<file path="config.mk">
export PLATFORM = sky130hd
export DESIGN_NAME = twao_front
export DESIGN_NICKNAME = d
export VERILOG_FILES = /design/src/twao_pkg.sv /design/src/twao_front.sv
export SDC_FILE = /design/constraint.sdc
export NUM_CORES = 1
export LEC_CHECK = 0
export ABC_AREA = 1
export BUFFER_PORTS_ARGS = -buffer_cell sky130_fd_sc_hd__buf_2
export CAP_MARGIN = 20
export CORE_MARGIN = 8
export CORE_UTILIZATION = 40
export DETAILED_ROUTE_END_ITERATION = 7
export GPL_TIMING_DRIVEN = 0
export PLACE_DENSITY_LB_ADDON = 0.12
export SLEW_MARGIN = 0
export SYNTH_ARGS = -nofsm -noshare
export SYNTH_HDL_FRONTEND = slang
export SYNTH_SLANG_ARGS = --single-unit
</file>
<file path="constraint.sdc">
create_clock -name clock -period 3.4 [get_ports clock]
set_input_delay 0.34 -clock clock [delete_from_list [all_inputs] [get_ports clock]]
set_output_delay 0.34 -clock clock [all_outputs]
set_load 0.05 [all_outputs]
</file>
<file path="src/twao_pkg.sv">
// Shared types, constants and tables for the tracking-wheel arc odometry block.
// Used by every module under src; depends on nothing.
package twao_pkg;

   localparam int COUNT_WIDTH   = 32;
   localparam int POS_WIDTH     = 32;
   localparam int CORDIC_STAGES = 16;

   // scaled wheel travel: count delta times unsigned Q0.16
   localparam int DM_W = COUNT_WIDTH + 17;
   // CORDIC datapath width, room for travel plus chord term plus gain growth
   localparam int CX_W = DM_W + 3;
   localparam int CX_HI_W = CX_W - 32;
   localparam int DM_HI_W = DM_W - 32;

   localparam logic [29:0] GAIN_Q30 =
      30'(64'd652032874 + (64'd434688583 >> (2 * CORDIC_STAGES)));
   localparam logic [29:0] INV_TWO_PI_Q16 = 30'd683565276;
   localparam logic [30:0] K_MAX = 31'h4000_0000;

   localparam logic [1:0] CSR_INCHES_PER_COUNT = 2'd0;
   localparam logic [1:0] CSR_MIDDLE_OFFSET    = 2'd1;
   localparam logic [1:0] CSR_RIGHT_OFFSET     = 2'd2;

   typedef struct packed {
      logic                          action;
      logic signed [COUNT_WIDTH-1:0] dcm;
      logic signed [COUNT_WIDTH-1:0] dcr;
      logic signed [15:0]            dth;
      logic [31:0]                   avg;
      logic [15:0]                   heading;
   } cmd_type;

   function automatic logic [31:0] atan_entry(input logic [4:0] idx);
      logic [31:0] v;
      case (idx)
         5'd0:  v = 32'h20000000;
         5'd1:  v = 32'h12E4051E;
         5'd2:  v = 32'h09FB385B;
         5'd3:  v = 32'h051111D4;
         5'd4:  v = 32'h028B0D43;
         5'd5:  v = 32'h0145D7E1;
         5'd6:  v = 32'h00A2F61E;
         5'd7:  v = 32'h00517C55;
         5'd8:  v = 32'h0028BE53;
         5'd9:  v = 32'h00145F2F;
         5'd10: v = 32'h000A2F98;
         5'd11: v = 32'h000517CC;
         5'd12: v = 32'h00028BE6;
         5'd13: v = 32'h000145F3;
         5'd14: v = 32'h0000A2FA;
         5'd15: v = 32'h0000517D;
         5'd16: v = 32'h000028BE;
         5'd17: v = 32'h0000145F;
         5'd18: v = 32'h00000A30;
         5'd19: v = 32'h00000518;
         5'd20: v = 32'h0000028C;
         5'd21: v = 32'h00000146;
         5'd22: v = 32'h000000A3;
         5'd23: v = 32'h00000051;
         default: v = 32'h0;
      endcase
      return v;
   endfunction

endpackage

</file>
<file path="src/twao_front.sv">
// Front end: accepts ticks, keeps the count and heading baselines, forms deltas.
// Depends on twao_pkg.
module twao_front (
   input  logic                clock,
   input  logic                reset,
   input  logic                req_valid,
   output logic                req_stall,
   input  logic                req_action,
   input  logic signed [31:0]  req_middle_count,
   input  logic signed [31:0]  req_right_count,
   input  logic [15:0]         req_imu_heading,
   input  logic                req_imu_valid,
   input  logic                q_full,
   output logic                q_push,
   output twao_pkg::cmd_type   q_cmd
);

   logic [twao_pkg::COUNT_WIDTH-1:0] last_mc_ff, last_mc_in;
   logic [twao_pkg::COUNT_WIDTH-1:0] last_rc_ff, last_rc_in;
   logic [15:0]                      last_h_ff, last_h_in;
   logic [twao_pkg::COUNT_WIDTH-1:0] mc, rc;
   logic [15:0]                      h, dth;

   assign req_stall = q_full;
   assign q_push    = req_valid && !q_full;

   assign mc  = req_middle_count[twao_pkg::COUNT_WIDTH-1:0];
   assign rc  = req_right_count[twao_pkg::COUNT_WIDTH-1:0];
   assign h   = req_imu_valid ? req_imu_heading : 16'd0;
   assign dth = h - last_h_ff;

   always_comb begin
      q_cmd.action  = req_action;
      q_cmd.dcm     = $signed(mc - last_mc_ff);
      q_cmd.dcr     = $signed(rc - last_rc_ff);
      q_cmd.dth     = $signed(dth);
      // average heading in 32-bit angle units: last + dth/2
      q_cmd.avg     = {last_h_ff, 16'd0} + {dth[15], dth, 15'd0};
      q_cmd.heading = h;
      last_mc_in = last_mc_ff;
      last_rc_in = last_rc_ff;
      last_h_in  = last_h_ff;
      if (q_push) begin
         last_mc_in = mc;
         last_rc_in = rc;
         last_h_in  = req_action ? 16'd0 : h;
      end
   end

   always_ff @(posedge clock) begin
      if (reset) begin
         last_mc_ff <= '0;
         last_rc_ff <= '0;
         last_h_ff  <= '0;
      end else begin
         last_mc_ff <= last_mc_in;
         last_rc_ff <= last_rc_in;
         last_h_ff  <= last_h_in;
      end
   end

endmodule

</file>
==> impl_results.rst <==
.. list-table::
   :header-rows: 1

   * - Metric
     - Value
   * - Count of clock tree sinks
     - 80
   * - Number of global-route vias before repair
     - 9763
   * - Total power draw
     - 0.00533 W
   * - Area fraction of the dominant cell type after synthesis
     - 18.4%
   * - Cell area power density
     - 438 mW/mm^2
   * - Shortest clock period the worst path allows after layout
     - 3.63 ns
   * - FF/Latch Area
     - 0.00161 sq mm
   * - Data required time of the critical path
     - 3.06 ns
   * - Full die area
     - 0.0267 sq mm
   * - Mapped Area
     - 0.00870 sq mm
   * - Final Wtd Congestion
     - 0.949
   * - Number of slew-limit violations in the final report
     - 0
   * - Cell Count, Final, Fillers Out
     - 1978
   * - Top cells by area, synth
     - sky130_fd_sc_hd__dfxtp_1, sky130_fd_sc_hd__nand2_1, sky130_fd_sc_hd__ha_1
   * - Standard-cell rows
     - 54
   * - Via Count
     - 10000
   * - Wirelength per Cell
     - 15.4 microns
   * - Post-route DRC
     - 0
   * - TritonCTS clock tree
     - built
   * - Largest driver fanout on the critical path
     - 5
   * - Wire length of the first global-routing pass
     - 48900 microns
   * - Total of endpoints with negative setup slack in the final report
     - 7
   * - Worst-path clk slew
     - 0.07 ns
   * - Post-route worst setup slack
     - -0.228 ns
   * - Boundary Pins
     - 217
   * - Maximum clock skew at final layout
     - 0 ns
   * - Final-stage net count
     - 1870
   * - Worst EP arrival
     - 3.29 ns
   * - Later-pin clock latency in the skew report
     - 0.35 ns
   * - Static leakage power
     - 5.76 nW
   * - Hold Fails Final Rpt
     - 0
   * - Initial standard-cell utilization of the core
     - 40.4%
   * - Failing checks
     - setup timing
   * - Cell count after placement
     - 1898
   * - Transition at the pin with the smallest max-transition slack
     - 0.708 ns
   * - Layout cell share with drive strength beyond 1
     - 28.7%
   * - Clock Root Buffer
     - sky130_fd_sc_hd__clkbuf_16
   * - Relative slew slack
     - 52.8%
   * - Maximum clock frequency
     - 0.276 GHz
   * - Number of buffers created by CTS
     - 9
   * - Synthesis-to-finish area growth
     - 40.0%
   * - Std-Cell Core Area
     - 0.0216 sq mm
   * - Wire length reported by the detailed router
     - 30500 microns
   * - Number of distinct standard cells referenced by the synthesized netlist
     - 44
   * - Max-cap viol count
     - 0
   * - Vias per cell
     - 5.06
   * - Avg Synthesized Cell Area
     - 6.19 sq um
   * - Number of cells traversed by the worst hold path
     - 3
   * - Share of flip-flops with an asynchronous set or reset after synthesis
     - 0%
   * - CTS H-tree depth
     - 3
   * - Top post-synthesis cells by count
     - sky130_fd_sc_hd__nand2_1, sky130_fd_sc_hd__inv_1, sky130_fd_sc_hd__nor2_1
   * - Multi-input gate area in the final layout
     - 0.00722 sq mm
   * - Antenna violations before repair
     - 1
   * - Dominant cell type by area after synthesis
     - sky130_fd_sc_hd__dfxtp_1
   * - Vertical die dimension
     - 163 microns
   * - Run status
     - complete, but fails checks
   * - Post-synthesis sequential element count
     - 80
   * - Global-route usage over all layers
     - 22.4%
   * - Worst min-delay path startpoint
     - req_right_count[0]
   * - Worst Setup SP
     - req_imu_valid
   * - Yosys warns
     - 0
   * - 1st-iter DRT viols
     - 552
   * - Maximum number of pins on one net before global-route repair
     - 14
   * - Die Span X
     - 163 microns
   * - Buffers added on ports
     - 200
   * - Instance count of the mapped netlist
     - 1404
   * - Number of enable-type register cells in the synthesized netlist
     - 0
   * - Sequential area share after synthesis
     - 18.4%
   * - Unrepaired setup endpoints after global routing
     - true
   * - Number of nets still failing antenna checks after routing
     - 0
   * - Maximum clock path buffer count
     - 2
   * - Length of the first detailed-routing pass in iterations
     - 5
   * - Worst-case reg-to-reg path depth
     - 2
   * - Worst VDD drop
     - 0.000329 V
   * - Total half-perimeter wirelength after legalization and detailed placement
     - 24600 microns
   * - Antenna diode count
     - 0
   * - Classification of the worst setup path
     - input pin to output port
   * - Leading cell type by number of instances after synthesis
     - sky130_fd_sc_hd__nand2_1
   * - HP Class
     - input pin to flop
   * - Fill cells
     - 2140
   * - Most used flip-flop cell after synthesis
     - sky130_fd_sc_hd__dfxtp_1
   * - Fraction of the cycle the final worst path needs
     - 107%
   * - Start of the worst register-to-register path
     - last_mc_ff[15]
   * - Startpoint class of the critical path
     - input pin
   * - Global-route congestion overflow total
     - 0
   * - Kind of end point of the critical path
     - output port
registers in the layout (all words and copies together) (netlist names):
register	cells
last_h_ff	16
last_rc_ff	32
last_mc_ff	32
power by group:
part	total [W]	switching (W)	internal (W)
clock	0.00109	0.000423	0.000667
combinational	0.00323	0.00225	0.000985
sequential	0.00101	0.0000180	0.000990
path summary, 6_finish.rpt:
kind	slack, ns	endpoint
setup / recovery	-0.23	q_cmd[47]
hold / removal	0.26	last_rc_ff[0]
setup reg to reg	2.67	last_mc_ff[15]
hold reg to reg	0.47	last_mc_ff[25]
per-layer routing:
metal / vias to the layer above / track usage [%] / share of wire, %
met2: 241 / 38.7 / 48
met3: 29 / 4.03 / 5.6
met4: 2 / 4.01 / 0.96
met1: 4599 / 28.7 / 45
met5: - / 0 / 0.052
li1: 5138 / - / -
what timing repair did:
item	CTS	global route
cloned	1	0
setup buffers	47	17
pin swaps	66	35
resized for setup	112	44
setup endpoints to repair	10	10
hold buffers	0	0
placed cells by master, fill, tap and decap left out, drive strengths merged, types with 46 or more instances in the layout:
cell | synthesis | layout
nand2 | 353 | 353
nor2 | 187 | 187
ha | 88 | 88
o21ai | 46 | 46
a211oi | 63 | 63
dfxtp | 80 | 80
xor2 | 53 | 53
a21oi | 111 | 111
buf | 29 | 293
nand3 | 69 | 69
inv | 199 | 193
cells by family (layout without fill, tap and decap cells):
logic type      after synthesis  after routing  synth area share (%)
compound gates              266            266                  18.6
simple gates                655            655                  31.5
fa+ha+maj                    91             91                  13.4
flops                        80             80                  18.4
xor+xnor                     66             66                  6.65
other cells                   1             15                0.0431
buf+inv                     245            525                  11.5
critical path, cell delays in order:
cell and delay, ns:
sky130_fd_sc_hd__buf_8 0.10, sky130_fd_sc_hd__buf_12 0.13, sky130_fd_sc_hd__buf_12 0.15, sky130_fd_sc_hd__nand2_4 0.07, sky130_fd_sc_hd__clkinvlp_4 0.12, sky130_fd_sc_hd__ha_4 0.25
sky130_fd_sc_hd__buf_6 0.12, sky130_fd_sc_hd__nand2_4 0.08, sky130_fd_sc_hd__o21ai_4 0.08, sky130_fd_sc_hd__nand3b_1 0.28, sky130_fd_sc_hd__xor2_4 0.25, sky130_fd_sc_hd__ha_4 0.32
sky130_fd_sc_hd__buf_6 0.12, sky130_fd_sc_hd__a31oi_2 0.09, sky130_fd_sc_hd__o211ai_1 0.32, sky130_fd_sc_hd__nand3_1 0.19, sky130_fd_sc_hd__nand2_4 0.11, sky130_fd_sc_hd__buf_8 0.14
cell type report:
cell class	count	area share, %
Inverter	200	6.45
Clock inverter	4	0.627
Sequential cell	80	13.2
Timing Repair Buffer	264	13.2
Tap cell	280	2.88
Buffer	45	2.23
Multi-Input combinational cell	1093	59.3
Clock buffer	12	2.02
through the flow:
stage | setup slack, ns | util, % | area (sq um) | TNS [ns] | hold slack, ns
floorplan | -0.402 | - | 9390 | -2.82 | 0.443
global placement | -0.818 | 49.8 | 10700 | -5.47 | 0.454
detailed placement | -0.825 | 49.8 | 10700 | -5.51 | 0.457
CTS | -0.144 | 55.2 | 11900 | -0.565 | 0.254
global route | -0.334 | 56.5 | 12200 | -1.79 | 0.268
finish | -0.228 | 56.5 | 12200 | -0.770 | 0.262
Note: power is estimated with default switching activity, not from simulation.
