[config.mk]
export PLATFORM = sky130hd
export DESIGN_NAME = twao_fifo
export DESIGN_NICKNAME = d
export VERILOG_FILES = /design/src/twao_pkg.sv /design/src/twao_fifo.sv
export SDC_FILE = /design/constraint.sdc
export NUM_CORES = 1
export LEC_CHECK = 0
export ABC_CLOCK_PERIOD_IN_PS = 9900
export BUFFER_PORTS_ARGS = -buffer_cell sky130_fd_sc_hd__clkbuf_2
export CAP_MARGIN = 20
export CORE_MARGIN = 2
export CORE_UTILIZATION = 45
export CTS_CLUSTER_DIAMETER = 80
export CTS_CLUSTER_SIZE = 8
export DETAILED_ROUTE_END_ITERATION = 6
export PLACE_DENSITY_LB_ADDON = 0.05
export SYNTH_ARGS = -nofsm -noshare
export SYNTH_HDL_FRONTEND = slang
export SYNTH_SLANG_ARGS = --single-unit
[constraint.sdc]
create_clock -name clock -period 9.9 [get_ports clock]
set_input_delay 1.98 -clock clock [delete_from_list [all_inputs] [get_ports clock]]
set_output_delay 1.98 -clock clock [all_outputs]
set_load 0.01 [all_outputs]
[src/twao_pkg.sv]
// Shared types, constants and tables for the tracking-wheel arc odometry block.
// Used by every module under src; depends on nothing.
package twao_pkg;

   localparam int COUNT_WIDTH   = 32;
   localparam int POS_WIDTH     = 32;
   localparam int CORDIC_STAGES = 16;

   // scaled wheel travel: count delta times unsigned Q0.16
   localparam int DM_W = COUNT_WIDTH + 17;
   // CORDIC datapath width, room for travel plus chord term plus gain growth
   localparam int CX_W = DM_W + 3;
   localparam int CX_HI_W = CX_W - 32;
   localparam int DM_HI_W = DM_W - 32;

   localparam logic [29:0] GAIN_Q30 =
      30'(64'd652032874 + (64'd434688583 >> (2 * CORDIC_STAGES)));
   localparam logic [29:0] INV_TWO_PI_Q16 = 30'd683565276;
   localparam logic [30:0] K_MAX = 31'h4000_0000;

   localparam logic [1:0] CSR_INCHES_PER_COUNT = 2'd0;
   localparam logic [1:0] CSR_MIDDLE_OFFSET    = 2'd1;
   localparam logic [1:0] CSR_RIGHT_OFFSET     = 2'd2;

   typedef struct packed {
      logic                          action;
      logic signed [COUNT_WIDTH-1:0] dcm;
      logic signed [COUNT_WIDTH-1:0] dcr;
      logic signed [15:0]            dth;
      logic [31:0]                   avg;
      logic [15:0]                   heading;
   } cmd_type;

   function automatic logic [31:0] atan_entry(input logic [4:0] idx);
      logic [31:0] v;
      case (idx)
         5'd0:  v = 32'h20000000;
         5'd1:  v = 32'h12E4051E;
         5'd2:  v = 32'h09FB385B;
         5'd3:  v = 32'h051111D4;
         5'd4:  v = 32'h028B0D43;
         5'd5:  v = 32'h0145D7E1;
         5'd6:  v = 32'h00A2F61E;
         5'd7:  v = 32'h00517C55;
         5'd8:  v = 32'h0028BE53;
         5'd9:  v = 32'h00145F2F;
         5'd10: v = 32'h000A2F98;
         5'd11: v = 32'h000517CC;
         5'd12: v = 32'h00028BE6;
         5'd13: v = 32'h000145F3;
         5'd14: v = 32'h0000A2FA;
         5'd15: v = 32'h0000517D;
         5'd16: v = 32'h000028BE;
         5'd17: v = 32'h0000145F;
         5'd18: v = 32'h00000A30;
         5'd19: v = 32'h00000518;
         5'd20: v = 32'h0000028C;
         5'd21: v = 32'h00000146;
         5'd22: v = 32'h000000A3;
         5'd23: v = 32'h00000051;
         default: v = 32'h0;
      endcase
      return v;
   endfunction

endpackage

[src/twao_fifo.sv]
// Two-entry command queue between front end and back end.
// Depends on twao_pkg.
module twao_fifo (
   input  logic              clock,
   input  logic              reset,
   input  logic              push,
   input  twao_pkg::cmd_type din,
   input  logic              pop,
   output twao_pkg::cmd_type dout,
   output logic              full,
   output logic              empty
);

   twao_pkg::cmd_type mem [2];
   logic       wr_ff, wr_in, rd_ff, rd_in;
   logic [1:0] cnt_ff, cnt_in;

   assign full  = (cnt_ff == 2'd2);
   assign empty = (cnt_ff == 2'd0);
   assign dout  = mem[rd_ff];

   always_comb begin
      wr_in  = push ? !wr_ff : wr_ff;
      rd_in  = pop ? !rd_ff : rd_ff;
      cnt_in = cnt_ff + 2'(push) - 2'(pop);
   end

   always_ff @(posedge clock) begin
      if (push) begin
         mem[wr_ff] <= din;
      end
   end

   always_ff @(posedge clock) begin
      if (reset) begin
         wr_ff  <= 1'b0;
         rd_ff  <= 1'b0;
         cnt_ff <= 2'd0;
      end else begin
         wr_ff  <= wr_in;
         rd_ff  <= rd_in;
         cnt_ff <= cnt_in;
      end
   end

endmodule

==> impl_metrics.csv, run 1 <==
group,metric,value,unit
outcome,status,"finished clean",
critical_path,crit_type,"register to output pin",
clock_network,insertion_delay,0.49,ns
synthesis,ys_seq_area_share,82.0,%
cells_and_area,final_cell_mix,"clkbuf_2, edfxtp_1, mux2_2",
critical_path,cpPeakStageDelay,0.89,ns
clock_network,cts.repair.resized,0,
critical_path,r2r-end,"mem[1][0]",
floorplan,die_h,150,um
routing,vias,4849,
place,hpwl,11800,um
pwr,p_switching,0.572,mW
clock_network,clkSinkCount,263,
synthesis,synth_cell_types,12,
routing,ant_nets,0,
clock_network,clockBufferDepth,3,
critical_path,crit_path_cell_trace,"buf_4 > mux2_2 > clkbuf_2",
synthesis,postSynthCellCount,422,
sta,setup_slack,5.08,ns
sta,setup_tns,0,ns
cells_and_area,final_common_cell,"clkbuf_2",
synthesis,synth_area,9570,um2
sta,period_minus_slack,4.82,ns
critical_path,worstPathMaxFanout,74,
place,port_buffers,263,
floorplan,core-area,21000,um2
critical_path,crit_slowest_cell,"buf_4",
synthesis,synth_warnings,0,
floorplan,dieArea,22400,um2
global_routing,grt_pass1_wl,26300,um
sta,drv_slew,0,
pwr,p_int,2.17,mW
critical_path,rrSetupSlack,7.43,ns
floorplan,row_count,53,
routing,vias_per_cell,4.81,
sta,hold_violations,0,
global_routing,busiest_layer,"met2",
routing,dr.pass1.iters,6,
pwr,p_sw_share,20.9,%
place,place_ws,5.51,ns
global_routing,grt_usage,15.7,%
pwr,power_leakage,4.65,nW
pwr,irDropWorstVdd,0.176,mV
global_routing,antenna_found_initial,3,
clock_network,numCtsBuffers,38,
floorplan,dieWidth,150,um
clock_network,h-tree-depth,2,
sta,fmax,208,MHz
critical_path,cp_data_arrival_time,2.84,ns
clock_network,ctsHoldBuffers,0,
global_routing,grt_max_degree,75,
sta,whs,0.520,ns
synthesis,syn_area_per_cell,22.7,um2
job,cap_violations,0,
cells_and_area,nets,850,
critical_path,r2r_cells,2,
sta,period_share,48.7,%
synthesis,synth.net_count,557,
pwr,power,2.74,mW
cells_and_area,drive_above_1_share,60.2,%
hold_path,min_path_cells,2,
global_routing,overflow,0,
global_routing,grt_pass1_vias,4992,
critical_path,worstSetupEndpointType,"output pin",
critical_path,crit_end,"dout[25]",
global_routing,met3_usage,5.49,%
clock_network,post_cts_buffers,0,
pwr,p_seq_share,48.5,%
synthesis,ys_ff_latch,263,
sta,rsz0062_at_grt,"no",
cells_and_area,syn_to_final_growth,27.6,%
routing,routed_wirelength,18300,um
critical_path,timing.rr.start,"wr_ff",
cells_and_area,n_fill_cell,1686,
sta,setup_violations,0,
routing,remaining_drc_errors,0,
critical_path,cp.required,7.92,ns
floorplan,start_util,45.7,%
cells_and_area,utilization,58.3,%
pwr,power_frac_comb,9.5,%
global_routing,grtUsageMet1,19.1,%
pwr,power.density,224,nW/um2
floorplan,boundaryPins,264,
clock_network,cts_root_buf,"clkbuf_16",
global_routing,gr-usage-met2,26.2,%
routing,wl_per_cell,18.2,um
place,routabilityCongestion,0.757,
clock_network,clk_pin_slew,0.05,ns
sta,clock-skew-final,0.0133,ns
hold_path,hold_path_class,"register to register",
clock_network,cts_tree,"done",
sta,maxSlewHeadroom,34.0,%
routing,drt-initial-drc-count,240,
pwr,pwr-share-clk,42.0,%
sta,tightest_slew,0.989,ns
critical_path,startpoint_type,"register",
==> cell type report <==
cell class | instances | area, um2 | area share [%]
clock buffers | 56 | 1080 | 8.86
repair buffers | 267 | 1350 | 11.0
flip-flops and latches | 263 | 7850 | 64.3
inverters | 2 | 7.51 | 0.0615
diodes | 3 | 7.51 | 0.0615
multi-input cells | 143 | 1570 | 12.9
well taps | 275 | 344 | 2.82
==> cell families after synthesis <==
kind of cell | Yosys count | share of synthesized area (%)
buffers and inverters | 16 | 1.66
adder cells (fa/ha/maj) | 2 | 0.261
AND/OR/NAND/NOR | 9 | 0.458
multiplexers | 129 | 15.2
XOR/XNOR | 3 | 0.418
flip-flops | 263 | 82.0
==> registers in the layout (all words and copies together), names as in the netlist, named ones only <==
name    count
mem       258
cnt_ff      2
rd_ff       1
wr_ff       1
==> routing by layer <==
metal | routed length (um) | vias to the layer above
li1 | - | 2266
met1 | 7320 | 2368
met2 | 9070 | 190
met3 | 1650 | 25
met4 | 293 | 0
met5 | 0 | -
==> synthesized netlist by cell type (all sizes together) <==
| cell type | instances | area share [%] |
|---|---|---|
| mux2 | 129 | 15 |
| inv | 2 | 0.078 |
| nor2 | 5 | 0.20 |
| dfxtp | 5 | 1.0 |
| edfxtp | 258 | 81 |
| xnor2 | 2 | 0.18 |
| buf | 14 | 1.6 |
| xnor3 | 1 | 0.24 |
| and2 | 1 | 0.065 |
| ha | 2 | 0.26 |
| nor2b | 3 | 0.20 |
==> worst min path at each step <==
stage / start / endpoint / slack [ns]
after floorplan: rd_ff / register / 0.48
after detailed placement: rd_ff / rd_ff / 0.52
after global placement: rd_ff / rd_ff / 0.50
final: rd_ff / rd_ff / 0.52
after global routing: rd_ff / rd_ff / 0.58
after CTS: rd_ff / rd_ff / 0.53
==> critical path: cells and delay by family, from the launching register on <==
kind                   cells  cell delay, ns
muxes                      1            0.46
DFF                        1            0.84
buffers and inverters      2            1.03
==> through the flow <==
stage / cell area [um2] / std cells
final: 12200 / 1009
after global routing: 12200 / 1006
after CTS: 12200 / 1006
after detailed placement: 11100 / 950
after global placement: 11100 / 950
after floorplan: 9570 / 422
==> power groups by stage <==
| stage | registers (mW) | logic (mW) | clock network, mW |
|---|---|---|---|
| after floorplan | 1.35 | 0.161 | 0 |
| after global placement | 1.35 | 0.262 | 0 |
| after detailed placement | 1.35 | 0.265 | 0 |
| after CTS | 1.33 | 0.267 | 1.18 |
| after global routing | 1.33 | 0.284 | 1.23 |
| final | 1.33 | 0.261 | 1.15 |
Power figures use the tool's default switching activity.
==> run 2: changes to the inputs <==
--- a/config.mk
+++ b/config.mk
@@ -5,7 +5,8 @@
 export SDC_FILE = /design/constraint.sdc
 export NUM_CORES = 1
 export LEC_CHECK = 0
-export ABC_CLOCK_PERIOD_IN_PS = 9900
+export ABC_AREA = 1
+export ABC_CLOCK_PERIOD_IN_PS = 4360
 export BUFFER_PORTS_ARGS = -buffer_cell sky130_fd_sc_hd__clkbuf_2
 export CAP_MARGIN = 20
 export CORE_MARGIN = 2
==> constraint.sdc (replaced) <==
create_clock -name clock -period 4.36 [get_ports clock]
set_input_delay 0.872 -clock clock [delete_from_list [all_inputs] [get_ports clock]]
set_output_delay 0.872 -clock clock [all_outputs]
set_load 0.01 [all_outputs]
==> impl_metrics.csv, run 2 <==
group,metric,value,unit
synthesis,synthAdderAreaFrac,0.261,%
synthesis,postSynthCellCount,432,
clock_network,insertion_delay,0.50,ns
cells_and_area,seq_area,7850,um2
synthesis,ys_seq_area_share,82.0,%
sta,tightest_slew,0.835,ns
synthesis,ys_ff_latch,263,
cells_and_area,largest_reg_flops,258,
sta,setup_tns,0,ns
outcome,status,"finished clean",
cells_and_area,nets,862,
sta,setup_slack,1.33,ns
floorplan,boundaryPins,264,
synthesis,synthMuxAreaShare,15.2,%
sta,setup_violations,0,
critical_path,cp_data_arrival_time,2.16,ns
routing,wl_per_cell,18.2,um
clock_network,h-tree-depth,2,
floorplan,dieWidth,150,um
clock_network,clk_pin_slew,0.05,ns
floorplan,die_h,150,um
cells_and_area,final_cell_mix,"clkbuf_2, edfxtp_1, mux2_2",
cells_and_area,multi_input_area,1550,um2
floorplan,dieArea,22500,um2
sta,rsz0062_at_grt,"no",
place,hpwl,12400,um
clock_network,clockBufferDepth,3,
pwr,power,6.08,mW
routing,routed_wirelength,18500,um
global_routing,grt_pass1_vias,5195,
routing,vias,4895,
synthesis,synth-compound-area-share,0.0523,%
pwr,power.density,498,nW/um2
global_routing,grt_usage,16.0,%
synthesis,synth_cell_types,13,
clock_network,cts_tree,"done",
sta,maxSlewHeadroom,44.2,%
clock_network,ctsHoldBuffers,0,
sta,hold_violations,0,
synthesis,async_reset_ff_share,0,%
synthesis,synth_xor_area_share,0.0915,%
synthesis,synth_most_common_cell,"edfxtp_1",
synthesis,synth_top_family_by_area,"multiplexers",
synthesis,synth_common_cells,"edfxtp_1, mux2_2, buf_6",
place,routabilityCongestion,0.741,
floorplan,core-area,21000,um2
job,cap_violations,0,
critical_path,cp.required,3.49,ns
hold_path,min_from,"rd_ff",
cells_and_area,largest_register,"mem",
synthesis,synth.net_count,567,
routing,remaining_drc_errors,0,
pwr,irDropWorstVdd,0.325,mV
cells_and_area,antenna_cells,0,
synthesis,synth_top_flop_cell,"edfxtp_1",
synthesis,synthSimpleGateAreaFrac,0.575,%
hold_path,hold_path_class,"register to register",
critical_path,timing.rr.start,"wr_ff",
synthesis,synth_area,9580,um2
clock_network,post_cts_buffers,0,
hold_path,min_path_cells,2,
global_routing,antenna_found_initial,0,
floorplan,start_util,45.7,%
sta,period_minus_slack,3.03,ns
routing,dr.pass1.iters,4,
clock_network,clkSinkCount,263,
critical_path,crit_type,"register to output pin",
sta,clock-skew-final,0.0177,ns
global_routing,overflow,0,
synthesis,synth_edf_count,258,
cells_and_area,syn_to_final_growth,27.6,%
synthesis,synth_warnings,0,
critical_path,startpoint_type,"register",
clock_network,numCtsBuffers,38,
place,port_buffers,263,
critical_path,worstPathMaxFanout,35,
cells_and_area,reg.largest.list,"mem x258, cnt_ff x2",
sta,drv_slew,0,
critical_path,worstSetupEndpointType,"output pin",
routing,ant_nets,0,
cells_and_area,final_common_cell,"clkbuf_2",
pwr,power_leakage,4.67,nW
critical_path,r2r_cells,3,
routing,drt-initial-drc-count,209,
global_routing,grt_pass1_wl,27100,um
global_routing,grt_max_degree,75,
synthesis,syn_area_per_cell,22.2,um2
synthesis,synth.top_cell.area_share,80.9,%
synthesis,synth_area_leader_cell,"edfxtp_1",
clock_network,cts.repair.resized,0,
clock_network,cts_root_buf,"clkbuf_16",
synthesis,yosys-top-cells-area,"edfxtp_1, mux2_2, buf_6",
routing,vias_per_cell,4.81,
floorplan,row_count,53,
sta,fmax,330,MHz
cells_and_area,n_fill_cell,1664,
sta,period_share,69.5,%
cells_and_area,drive_above_1_share,59.4,%
place,place_ws,1.78,ns
==> run 2: cell count changes in the layout (fill, tap and decap cells not counted), moves of 2 or more <==
cell       before  now
nor2_1          5    7
clkbuf_16      41   39
nand2_1         0    4
nor2b_1         2    0
buf_12          0    3
diode_2         3    0
inv_1           2    7
==> run 2: report_power, final <==
part           switching [mW]  internal [mW]  total [mW]
clock                   0.932           1.61        2.54
combinational           0.297          0.264       0.561
sequential             0.0435           2.94        2.98
total                    1.27           4.81        6.08
==> run 2: layout make-up <==
cell class | count | share of cell area (%)
Sequential cell | 263 | 64.2
Multi-Input combinational cell | 147 | 12.7
Timing Repair Buffer | 269 | 11.4
Clock buffer | 54 | 8.45
Tap cell | 275 | 2.82
Inverter | 8 | 0.266
Clock inverter | 1 | 0.0717
==> run 2: final timing paths <==
kind,endpoint,slack (ns)
setup / recovery,dout[121],1.33
hold reg to reg,register,0.52
setup reg to reg,mem[1][86],2.39
hold / removal,register,0.52
==> run 2: kinds of logic (layout without fill, tap and decap cells) <==
| family | Yosys count | count (layout) |
|---|---|---|
| compound gates | 1 | 1 |
| xor+xnor | 1 | 1 |
| fa+ha+maj | 2 | 2 |
| buf+inv | 22 | 332 |
| flops | 263 | 263 |
| mux | 129 | 129 |
| simple gates | 14 | 14 |
==> run 2: metrics by stage <==
step / hold slack (ns) / util, % / cell area (um2) / instances
detailed placement: 0.512 / 53.4 / 11200 / 962
global route: 0.535 / 58.3 / 12200 / 1017
floorplan: 0.480 / - / 9580 / 432
CTS: 0.517 / 58.3 / 12200 / 1017
global placement: 0.498 / 53.4 / 11200 / 962
finish: 0.520 / 58.3 / 12200 / 1017
==> run 2: critical path, cell delays in order, from the launching register on <==
cell and delay (ns):
dfxtp_4 0.65, buf_4 0.46, mux2_2 0.40, clkbuf_2 0.13
==> run 2: metal layers <==
metal  global-route usage, %  wire length [um]  up-vias
met5                       0                 0        -
met4                    6.65               397        0
met3                    5.82              1700       31
met2                    27.4              9420      194
met1                    18.2              7020     2365
li1                        -                 -     2305
